`src/hdl/dspd_pkg.sv`:
```
// shared types and constants for the dual sync packet deframer
// no dependencies; imported by dspd_front, dspd_back and the top level
package dspd_pkg;

    localparam int unsigned CNT_W       = 5;
    localparam int unsigned STORE_DEPTH = 20;
    localparam int unsigned STORE_AW    = 5;
    localparam int unsigned RESULT_W    = 192;

    localparam logic [7:0] BALL_SYNC_FIRST_RST  = 8'hAA;
    localparam logic [7:0] BALL_SYNC_SECOND_RST = 8'h55;
    localparam logic [7:0] TAP_SYNC_FIRST_RST   = 8'hA5;
    localparam logic [7:0] TAP_SYNC_SECOND_RST  = 8'h5A;
    localparam logic [3:0] NIBBLE_MASK          = 4'hF;

    // configuration register indexes
    localparam logic [1:0] REG_BALL_SYNC_FIRST  = 2'd0;
    localparam logic [1:0] REG_BALL_SYNC_SECOND = 2'd1;
    localparam logic [1:0] REG_TAP_SYNC_FIRST   = 2'd2;
    localparam logic [1:0] REG_TAP_SYNC_SECOND  = 2'd3;

    // classified input beat
    typedef struct packed {
        logic       flush;
        logic [7:0] data_byte;
    } item_t;

    typedef struct packed {
        logic [7:0] ball_first;
        logic [7:0] ball_second;
        logic [7:0] tap_first;
        logic [7:0] tap_second;
    } sync_cfg_t;

endpackage

```
`src/hdl/dual_sync_packet_deframer_core.sv`:
```
// top level of the dual sync packet deframer: config registers, front queue, back parser
// depends on dspd_pkg, dspd_front and dspd_back
//
//  channel   | direction | handshake                      | payload
//  ----------+-----------+--------------------------------+----------------------------------
//  s_axis    | in        | s_axis_tvalid / s_axis_tready  | tdata = data_byte, tuser = command
//  m_axis    | out       | m_axis_tvalid / m_axis_tready  | tdata = result fields, tuser = kind
//  cfg       | in        | cfg_valid / cfg_ready          | cfg_index, cfg_data (sync bytes)
//
// one input beat per cycle is sustained while the sink keeps up; with the queue empty, a
// frame's final byte passes through a queue entry and then the result register onto m_axis
// the parser takes a beat whenever the result register is empty or being drained,
// so a stalled sink stops the parser and the queue fills before s_axis_tready drops
// rst_n clears phase, held byte, count, xor, queue pointers and restores the sync bytes;
// cfg is always ready and should only be written while the block is idle
module dual_sync_packet_deframer_core
    import dspd_pkg::*;
#(
    parameter int unsigned BALL_FRAME_LEN = 20,
    parameter int unsigned TAP_FRAME_LEN  = 9
)
(
    input  logic                clk,
    input  logic                rst_n,
    input  logic                s_axis_tvalid,
    output logic                s_axis_tready,
    input  logic [7:0]          s_axis_tdata,   // [7:0] data_byte
    input  logic                s_axis_tuser,   // [0] command (1 = flush)
    output logic                m_axis_tvalid,
    input  logic                m_axis_tready,
    // [15:0] ball_x, [31:16] ball_y, [47:32] last_x, [63:48] last_y,
    // [79:64] field_width, [95:80] field_height, [127:96] speed_bits,
    // [135:128] possession_code, [143:136] score_pair,
    // [159:144] tap_side_slot, [191:160] tap_uid
    output logic [RESULT_W-1:0] m_axis_tdata,
    output logic                m_axis_tuser,   // [0] frame_kind (1 = tap frame)
    input  logic                cfg_valid,
    output logic                cfg_ready,
    input  logic [1:0]          cfg_index,
    input  logic [7:0]          cfg_data
);

    // the frame store needs no clearing since every entry read was written in the same frame
    sync_cfg_t sync_cfg_reg;
    logic      item_valid;
    item_t     item;
    logic      item_pop;

    assign cfg_ready = 1'b1;

    // sync byte registers
    always_ff @(posedge clk or negedge rst_n)
    begin
        if (!rst_n)
        begin
            sync_cfg_reg.ball_first  <= BALL_SYNC_FIRST_RST;
            sync_cfg_reg.ball_second <= BALL_SYNC_SECOND_RST;
            sync_cfg_reg.tap_first   <= TAP_SYNC_FIRST_RST;
            sync_cfg_reg.tap_second  <= TAP_SYNC_SECOND_RST;
        end
        else if (cfg_valid && cfg_ready)
        begin
            case (cfg_index)
                REG_BALL_SYNC_FIRST:  sync_cfg_reg.ball_first  <= cfg_data;
                REG_BALL_SYNC_SECOND: sync_cfg_reg.ball_second <= cfg_data;
                REG_TAP_SYNC_FIRST:   sync_cfg_reg.tap_first   <= cfg_data;
                REG_TAP_SYNC_SECOND:  sync_cfg_reg.tap_second  <= cfg_data;
                default:              sync_cfg_reg <= sync_cfg_reg;
            endcase
        end
    end

    // front: classify each beat and queue it
    dspd_front u_front (
        .clk        (clk),
        .rst_n      (rst_n),
        .in_valid   (s_axis_tvalid),
        .in_ready   (s_axis_tready),
        .in_cmd     (s_axis_tuser),
        .in_byte    (s_axis_tdata),
        .item_valid (item_valid),
        .item       (item),
        .item_pop   (item_pop)
    );

    // back: hunt, gather, check and hold the result
    dspd_back #(
        .BALL_FRAME_LEN (BALL_FRAME_LEN),
        .TAP_FRAME_LEN  (TAP_FRAME_LEN)
    ) u_back (
        .clk        (clk),
        .rst_n      (rst_n),
        .sync_cfg   (sync_cfg_reg),
        .item_valid (item_valid),
        .item       (item),
        .item_pop   (item_pop),
        .res_valid  (m_axis_tvalid),
        .res_ready  (m_axis_tready),
        .res_kind   (m_axis_tuser),
        .res_data   (m_axis_tdata)
    );

endmodule

```
`src/hdl/dspd_front.sv`:
```
// front end: accepts input beats, classifies them and queues them
// depends on dspd_pkg (item_t)
module dspd_front
    import dspd_pkg::*;
(
    input  logic       clk,
    input  logic       rst_n,
    input  logic       in_valid,
    output logic       in_ready,
    input  logic       in_cmd,
    input  logic [7:0] in_byte,
    output logic       item_valid,
    output item_t      item,
    input  logic       item_pop
);

    item_t      queue_mem [2];
    logic       wr_ptr_reg;
    logic       wr_ptr_next;
    logic       rd_ptr_reg;
    logic       rd_ptr_next;
    logic [1:0] count_reg;
    logic [1:0] count_next;
    logic       push;
    logic       pop;
    item_t      new_item;

    assign in_ready   = (count_reg != 2'd2);
    assign push       = in_valid && in_ready;
    assign item_valid = (count_reg != 2'd0);
    assign pop        = item_pop && item_valid;
    assign item       = queue_mem[rd_ptr_reg];

    always_comb
    begin
        new_item.flush     = in_cmd;
        new_item.data_byte = in_byte;
        wr_ptr_next = push ? ~wr_ptr_reg : wr_ptr_reg;
        rd_ptr_next = pop ? ~rd_ptr_reg : rd_ptr_reg;
        count_next  = count_reg + 2'(push) - 2'(pop);
    end

    always_ff @(posedge clk or negedge rst_n)
    begin
        if (!rst_n)
        begin
            wr_ptr_reg <= 1'b0;
            rd_ptr_reg <= 1'b0;
            count_reg  <= 2'd0;
        end
        else
        begin
            wr_ptr_reg <= wr_ptr_next;
            rd_ptr_reg <= rd_ptr_next;
            count_reg  <= count_next;
        end
    end

    always_ff @(posedge clk)
    begin
        if (push)
        begin
            queue_mem[wr_ptr_reg] <= new_item;
        end
    end

endmodule

```
`src/hdl/dspd_back.sv`:
```
// back end: sync hunt, frame gathering, tap checksum and result register
// depends on dspd_pkg (item_t, sync_cfg_t, store constants)
module dspd_back
    import dspd_pkg::*;
#(
    parameter int unsigned BALL_FRAME_LEN = 20,
    parameter int unsigned TAP_FRAME_LEN  = 9
)
(
    input  logic                clk,
    input  logic                rst_n,
    input  sync_cfg_t           sync_cfg,
    input  logic                item_valid,
    input  item_t               item,
    output logic                item_pop,
    output logic                res_valid,
    input  logic                res_ready,
    output logic                res_kind,
    output logic [RESULT_W-1:0] res_data
);

    typedef enum logic [1:0] {
        PH_HUNT = 2'd0,
        PH_BALL = 2'd1,
        PH_TAP  = 2'd2
    } phase_t;

    localparam logic [CNT_W-1:0] BALL_LAST = CNT_W'(BALL_FRAME_LEN - 1);
    localparam logic [CNT_W-1:0] TAP_LAST  = CNT_W'(TAP_FRAME_LEN - 1);

    phase_t              phase_reg, phase_next;
    logic                held_valid_reg, held_valid_next;
    logic [7:0]          held_reg, held_next;
    logic [CNT_W-1:0]    cnt_reg, cnt_next;
    logic [7:0]          xor_reg, xor_next;
    logic [7:0]          store_reg  [STORE_DEPTH];
    logic [7:0]          store_next [STORE_DEPTH];
    logic                out_valid_reg, out_valid_next;
    logic                out_kind_reg, out_kind_next;
    logic [RESULT_W-1:0] out_data_reg, out_data_next;
    logic                out_free;
    logic [7:0]          b;
    logic                ball_hit;
    logic                tap_hit;
    logic [RESULT_W-1:0] ball_word;
    logic [RESULT_W-1:0] tap_word;

    assign out_free  = !out_valid_reg || res_ready;
    assign item_pop  = item_valid && out_free;
    assign b         = item.data_byte;
    assign ball_hit  = held_valid_reg && (held_reg == sync_cfg.ball_first)
                       && (b == sync_cfg.ball_second);
    assign tap_hit   = held_valid_reg && (held_reg == sync_cfg.tap_first)
                       && (b == sync_cfg.tap_second);
    assign res_valid = out_valid_reg;
    assign res_kind  = out_kind_reg;
    assign res_data  = out_data_reg;

    // result words from the store with this beat's write applied
    // fields from the lowest bit: ball_x, ball_y, last_x, last_y, field_width,
    // field_height, speed_bits, possession_code, score_pair, tap_side_slot, tap_uid
    assign ball_word = {32'd0, 16'd0,
                        store_next[19][7:4] & NIBBLE_MASK, store_next[19][3:0] & NIBBLE_MASK,
                        store_next[18],
                        store_next[17], store_next[16], store_next[15], store_next[14],
                        store_next[12], store_next[13],
                        store_next[10], store_next[11],
                        store_next[8],  store_next[9],
                        store_next[6],  store_next[7],
                        store_next[4],  store_next[5],
                        store_next[2],  store_next[3]};
    assign tap_word  = {store_next[4], store_next[5], store_next[6], store_next[7],
                        store_next[2], store_next[3], 144'd0};

    always_comb
    begin
        phase_next      = phase_reg;
        held_valid_next = held_valid_reg;
        held_next       = held_reg;
        cnt_next        = cnt_reg;
        xor_next        = xor_reg;
        store_next      = store_reg;
        out_valid_next  = out_valid_reg && !res_ready;
        out_kind_next   = out_kind_reg;
        out_data_next   = out_data_reg;

        if (item_pop)
        begin
            if (item.flush)
            begin
                phase_next      = PH_HUNT;
                held_valid_next = 1'b0;
                held_next       = 8'd0;
                cnt_next        = '0;
                xor_next        = 8'd0;
            end
            else
            begin
                case (phase_reg)
                    PH_BALL, PH_TAP:
                    begin
                        if (cnt_reg < CNT_W'(STORE_DEPTH))
                        begin
                            store_next[cnt_reg[STORE_AW-1:0]] = b;
                        end
                        if (phase_reg == PH_TAP && cnt_reg >= CNT_W'(2)
                            && cnt_reg <= CNT_W'(7))
                        begin
                            xor_next = xor_reg ^ b;
                        end
                        cnt_next = cnt_reg + CNT_W'(1);
                        if ((phase_reg == PH_BALL && cnt_reg >= BALL_LAST)
                            || (phase_reg == PH_TAP && cnt_reg >= TAP_LAST))
                        begin
                            if (phase_reg == PH_BALL)
                            begin
                                out_valid_next = 1'b1;
                                out_kind_next  = 1'b0;
                                out_data_next  = ball_word;
                            end
                            else if (xor_next == store_next[8])
                            begin
                                out_valid_next = 1'b1;
                                out_kind_next  = 1'b1;
                                out_data_next  = tap_word;
                            end
                            phase_next      = PH_HUNT;
                            held_valid_next = 1'b0;
                            held_next       = 8'd0;
                            cnt_next        = '0;
                            xor_next        = 8'd0;
                        end
                    end
                    default:
                    begin
                        if (ball_hit || tap_hit)
                        begin
                            store_next[0]   = held_reg;
                            store_next[1]   = b;
                            cnt_next        = CNT_W'(2);
                            xor_next        = 8'd0;
                            held_valid_next = 1'b0;
                            phase_next      = ball_hit ? PH_BALL : PH_TAP;
                        end
                        else
                        begin
                            phase_next      = PH_HUNT;
                            held_next       = b;
                            held_valid_next = 1'b1;
                        end
                    end
                endcase
            end
        end
    end

    always_ff @(posedge clk or negedge rst_n)
    begin
        if (!rst_n)
        begin
            phase_reg      <= PH_HUNT;
            held_valid_reg <= 1'b0;
            held_reg       <= 8'd0;
            cnt_reg        <= '0;
            xor_reg        <= 8'd0;
            out_valid_reg  <= 1'b0;
            out_kind_reg   <= 1'b0;
        end
        else
        begin
            phase_reg      <= phase_next;
            held_valid_reg <= held_valid_next;
            held_reg       <= held_next;
            cnt_reg        <= cnt_next;
            xor_reg        <= xor_next;
            out_valid_reg  <= out_valid_next;
            out_kind_reg   <= out_kind_next;
        end
    end

    always_ff @(posedge clk)
    begin
        store_reg    <= store_next;
        out_data_reg <= out_data_next;
    end

endmodule
```
`config.mk`:
```
export PLATFORM = sky130hd
export DESIGN_NAME = dual_sync_packet_deframer_core
export DESIGN_NICKNAME = d
export VERILOG_FILES = /design/src/hdl/dspd_pkg.sv /design/src/hdl/dual_sync_packet_deframer_core.sv /design/src/hdl/dspd_front.sv /design/src/hdl/dspd_back.sv
export SDC_FILE = /design/constraint.sdc
export NUM_CORES = 1
export LEC_CHECK = 0
export ABC_AREA = 1
export BUFFER_PORTS_ARGS = -buffer_cell sky130_fd_sc_hd__clkbuf_2
export CAP_MARGIN = 20
export CORE_AREA = 5 5 190 192
export DETAILED_ROUTE_END_ITERATION = 12
export DIE_AREA = 0 0 195 197
export GPL_TIMING_DRIVEN = 0
export PLACE_DENSITY = 0.7
export SLEW_MARGIN = 10
export SYNTH_ARGS = -nofsm -noshare
export SYNTH_HDL_FRONTEND = slang
export SYNTH_SLANG_ARGS = --single-unit
```
`constraint.sdc`:
```
create_clock -name clk -period 9.7 [get_ports clk]
set_input_delay 1.455 -clock clk [delete_from_list [all_inputs] [get_ports clk]]
set_output_delay 1.455 -clock clk [all_outputs]
set_load 0.02 [all_outputs]
```
==> out/results.env <==
POSTLAYOUTCELLAREA_UM2=20100
FINAL_PERIOD_MINUS_WORST_SETUP_SLACK_PS=4180
CRITPATHREQUIREDTIME_PS=9920
TIMING.FINAL.MAX_SLEW_VIOLATIONS=0
GP_ROUTABILITY_CONGESTION=0.880
TIMING.SETUP.TNS_PS=0
TOTALWIRELENGTH_UM=42300
LARGEST_REGISTER_FFS=192
YS.FLOP_TYPE='edfxtp_1'
SYN_AREA_UM2=16900
ASYNCSETRESETFLOPFRACSYNTH_PCT=14.9
CTS_SINKS=416
DIODES=0
CRITICAL_PATH.STARTPOINT_TYPE='input pin'
FINALSETUPVIOLCOUNT=0
NET-SWITCHING-POWER_mW=1.34
MAX_SLEW.WORST_PIN.SLEW_PS=1010
CTS_POST_SETUP_BUFFERS_INSERTED=0
SYNTH_MOST_COMMON_CELL='inv_1'
CTS_MADE_BUFFERS=42
DETAIL_ROUTE.WL_PER_CELL_UM=17.3
NUMBER_OF_CELLS_ON_THE_WORST_REG_TO_REG_PATH=14
PLACED_AREA_UM2=18700
GR-USAGE-ALL-LAYERS_PCT=21.6
VIAS=12378
PLACEABLE_CORE_REGION_UM2=34200
FMAXACHIEVABLE_MHz=239
YOSYSSEQAREASHARE_PCT=63.6
YOSYS_WARNINGS=0
FIN_CRIT_SH_PCT=43.1
CLK_ROOT_BUFFER_CELL='clkbuf_16'
SYNTH_EDF_COUNT=210
ROUTE.MET2.WL_UM=20100
DRC=0
WIRE_LENGTH_OF_THE_FIRST_GLOBAL_ROUTING_PASS_UM=66400
WIRELENGTH_MET1_UM=18400
POST-DP-HPWL_UM=29000
POST_CTS_HOLD_BUFFER_COUNT=0
DIE_W_UM=195
DIE_H_UM=197
HOLD_VIOLATIONS=0
POWER.SHARE.SEQUENTIAL_PCT=45.4
FLOORPLAN.INITIALDENSITY_PCT=49.5
POWER_FRAC_COMB_PCT=18.1
CTS_RESIZED=0
BUFFER_PORTS.INSERTED=218
STATUS='complete, no violations'
DRIVE_GT1_SHARE_PCT=23.8
MAX-SLEW-MARGIN-REL_PCT=32.4
WL_MET3_UM=2650
PWR-SHARE-CLK_PCT=36.5
SWITCHING_PART_OF_THE_TOTAL_POWER_PCT=30.7
POWER_PER_CELL_AREA_nW_PER_UM2=217
DIE_OUTLINE_AREA_UM2=38400
GRT_SETUP_UNREPAIRED='false'
CAP_VIOLATIONS=0
CTS_TREE='done'
ANTENNA_FOUND_INITIAL=0
FIN_WORST_SKEW_PS=12.2
CLK_LATENCY_PS=540
CRITPATHCAPTURETYPE='flop'
RRSETUPSLACK_PS=5770
AREA_DELTA_SYNTH_FINAL_PCT=18.5
SYNTH_SEQ_CELLS=416
CLKTRANSATPATHREGS_PS=60
NUMBER_OF_LEVELS_THE_H_TREE_WAS_SPLIT_INTO=2
HP-CLASS='flop to flop'
FINAL_CORE_UTIL_PCT=58.6
CRITICAL_PATH_PEAK_FANOUT=60
POST-SYNTH-TOP-AREA-FRACTION_PCT=37.3
TIMING.HOLD.WORST_PATH_DEPTH=2
NUMBER_OF_INSTANCES_IN_THE_SYNTHESIZED_NETLIST=1698
ROW_COUNT=68
ROUTE.DETAILED.VIAS_PER_INST=5.05
OVERFLOW=0
POST_SYNTH.CELL_AREA_AVG_UM2=9.96
DRT_FIRST_ITER_VIOLATIONS=1029
INTERNAL_POWER_mW=3.02
IO_PINS=220
SYN_NETS=1730
GRT_MAX_DEGREE=61
POST_SYNTH_NUM_CELL_TYPES=36
YS_TOP_CELLS_BY_COUNT='270 x inv_1, 259 x nand2_1, 210 x edfxtp_1'
PEAKVDDDROP_mV=0.192
CTS_MAX_PATH_BUFFERS=3
CP_DATA_ARRIVAL_TIME_PS=4400
LIBRARY_CELL_OCCUPYING_THE_MOST_AREA_IN_THE_POST_SYNTHESIS_NETLIST='edfxtp_1'
VIAS_IN_THE_FIRST_GLOBAL_ROUTE=11989
DRT.ANTENNA.VIOLATING_NETS=0
TOP_LAYER_USED='met4'
CRITICAL_PATH_CLASS='input pin to flop'
POWER.LEAKAGE_nW=9.21
FIN_NETS=1996
FIRST_PASS_ITERS=5
SYNTH_TOP_CELLS_BY_AREA='edfxtp_1 37%, dfxtp_1 17%, dfrtp_1 6.8%, inv_1 6.0%, nand2_1 5.7%'
power groups by stage:
stage | sequential, mW | combinational, mW | clock, mW
2_1_floorplan | 2.00 | 0.479 | 0
3_3_place_gp | 2.01 | 0.766 | 0
3_5_place_dp | 2.01 | 0.778 | 0
4_1_cts | 1.98 | 0.783 | 1.61
5_1_grt | 1.99 | 0.852 | 1.69
6_report | 1.98 | 0.788 | 1.59
path summary, 6_finish.rpt:
kind | from | end
worst max-delay path | m_axis_tready | u_back.res_data[135]$_SDFFCE_PP0P_
worst min-delay path | u_back.store_reg[103]$_DFF_P_ | u_back.store_reg[103]$_DFF_P_
worst max register to register | u_back.cnt_reg[0]$_DFFE_PN0P_ | u_back.res_data[135]$_SDFFCE_PP0P_
worst min register to register | u_back.store_reg[103]$_DFF_P_ | u_back.store_reg[103]$_DFF_P_
max in group asynchronous | rst_n | sync_cfg_reg[1]$_DFFE_PN1P_
min in group asynchronous | rst_n | u_back.held_reg[1]$_DFFE_PN0P_
stage by stage:
stage	power (mW)	std cells	hold slack, ps	setup slack, ps
after floorplan	2.48	1698	440	2480
after global placement	2.77	2371	457	319
after detailed placement	2.79	2375	463	4980
after CTS	4.37	2453	472	5540
after global routing	4.53	2453	495	5260
final	4.35	2453	473	5520
logic make-up (layout without fill, tap and decap cells):
| family | after synthesis | count (layout) | synth area share (%) |
|---|---|---|---|
| and+or+nand+nor | 598 | 598 | 15.7 |
| xor gates and xnor gates | 21 | 21 | 1.09 |
| other | 1 | 1 | 0.0222 |
| adders and majority gates | 8 | 8 | 0.592 |
| buffers and inverters | 368 | 668 | 8.65 |
| AOI/OAI and AO/OA | 286 | 286 | 10.3 |
| DFF | 416 | 416 | 63.6 |
cell type report:
class                           count  area, um2
Clock buffer                       48       1110
Inverter                          291       1090
Tap cell                          455        569
Timing Repair Buffer              222       1200
Clock inverter                     30        243
Multi-Input combinational cell    914       4700
Buffer                             77        372
Sequential cell                   416      10800
Fill cell                        2937      14100
layout by cell type (no fill, tap or decap), types with 6 or more instances in the layout:
cell type and count:
nand4_1 11, dfrtp_1 46, clkbuf_1 46, or2_1 16, inv_1 270, nor2_1 154
o21ai_0 73, dfstp_2 16, buf_2 21, clkinv_2 11, a21oi_1 93, xor2_1 12
nor3_1 7, clkinv_1 12, ha_1 8, edfxtp_1 210, a211oi_2 17, nand2_2 10
clkbuf_16 43, o21ai_1 24, nand3_1 48, or2_2 84, o22ai_1 6, a211oi_1 71
dfxtp_1 144, clkbuf_2 217, buf_4 11, inv_2 19, nand2_1 258, xnor2_1 9
worst max-delay path, stage by stage:
cell and delay [ps]:
clkbuf_2 80, inv_1 30, nand2_1 60, o21ai_0 320, nor3_4 370, buf_4 260, nand2_1 90, a21oi_1 160
nand2_1 60, nor2_1 100, nand3_1 220, nand2_4 510, buf_16 300, buf_16 300
routing by layer:
| layer | up-vias | global-route usage, % |
|---|---|---|
| met5 | - | 0 |
| met1 | 5867 | 30.0 |
| met3 | 82 | 3.21 |
| met2 | 404 | 35.6 |
| li1 | 6025 | - |
| met4 | 0 | 6.80 |
Note: power is estimated with default switching activity, not from simulation.
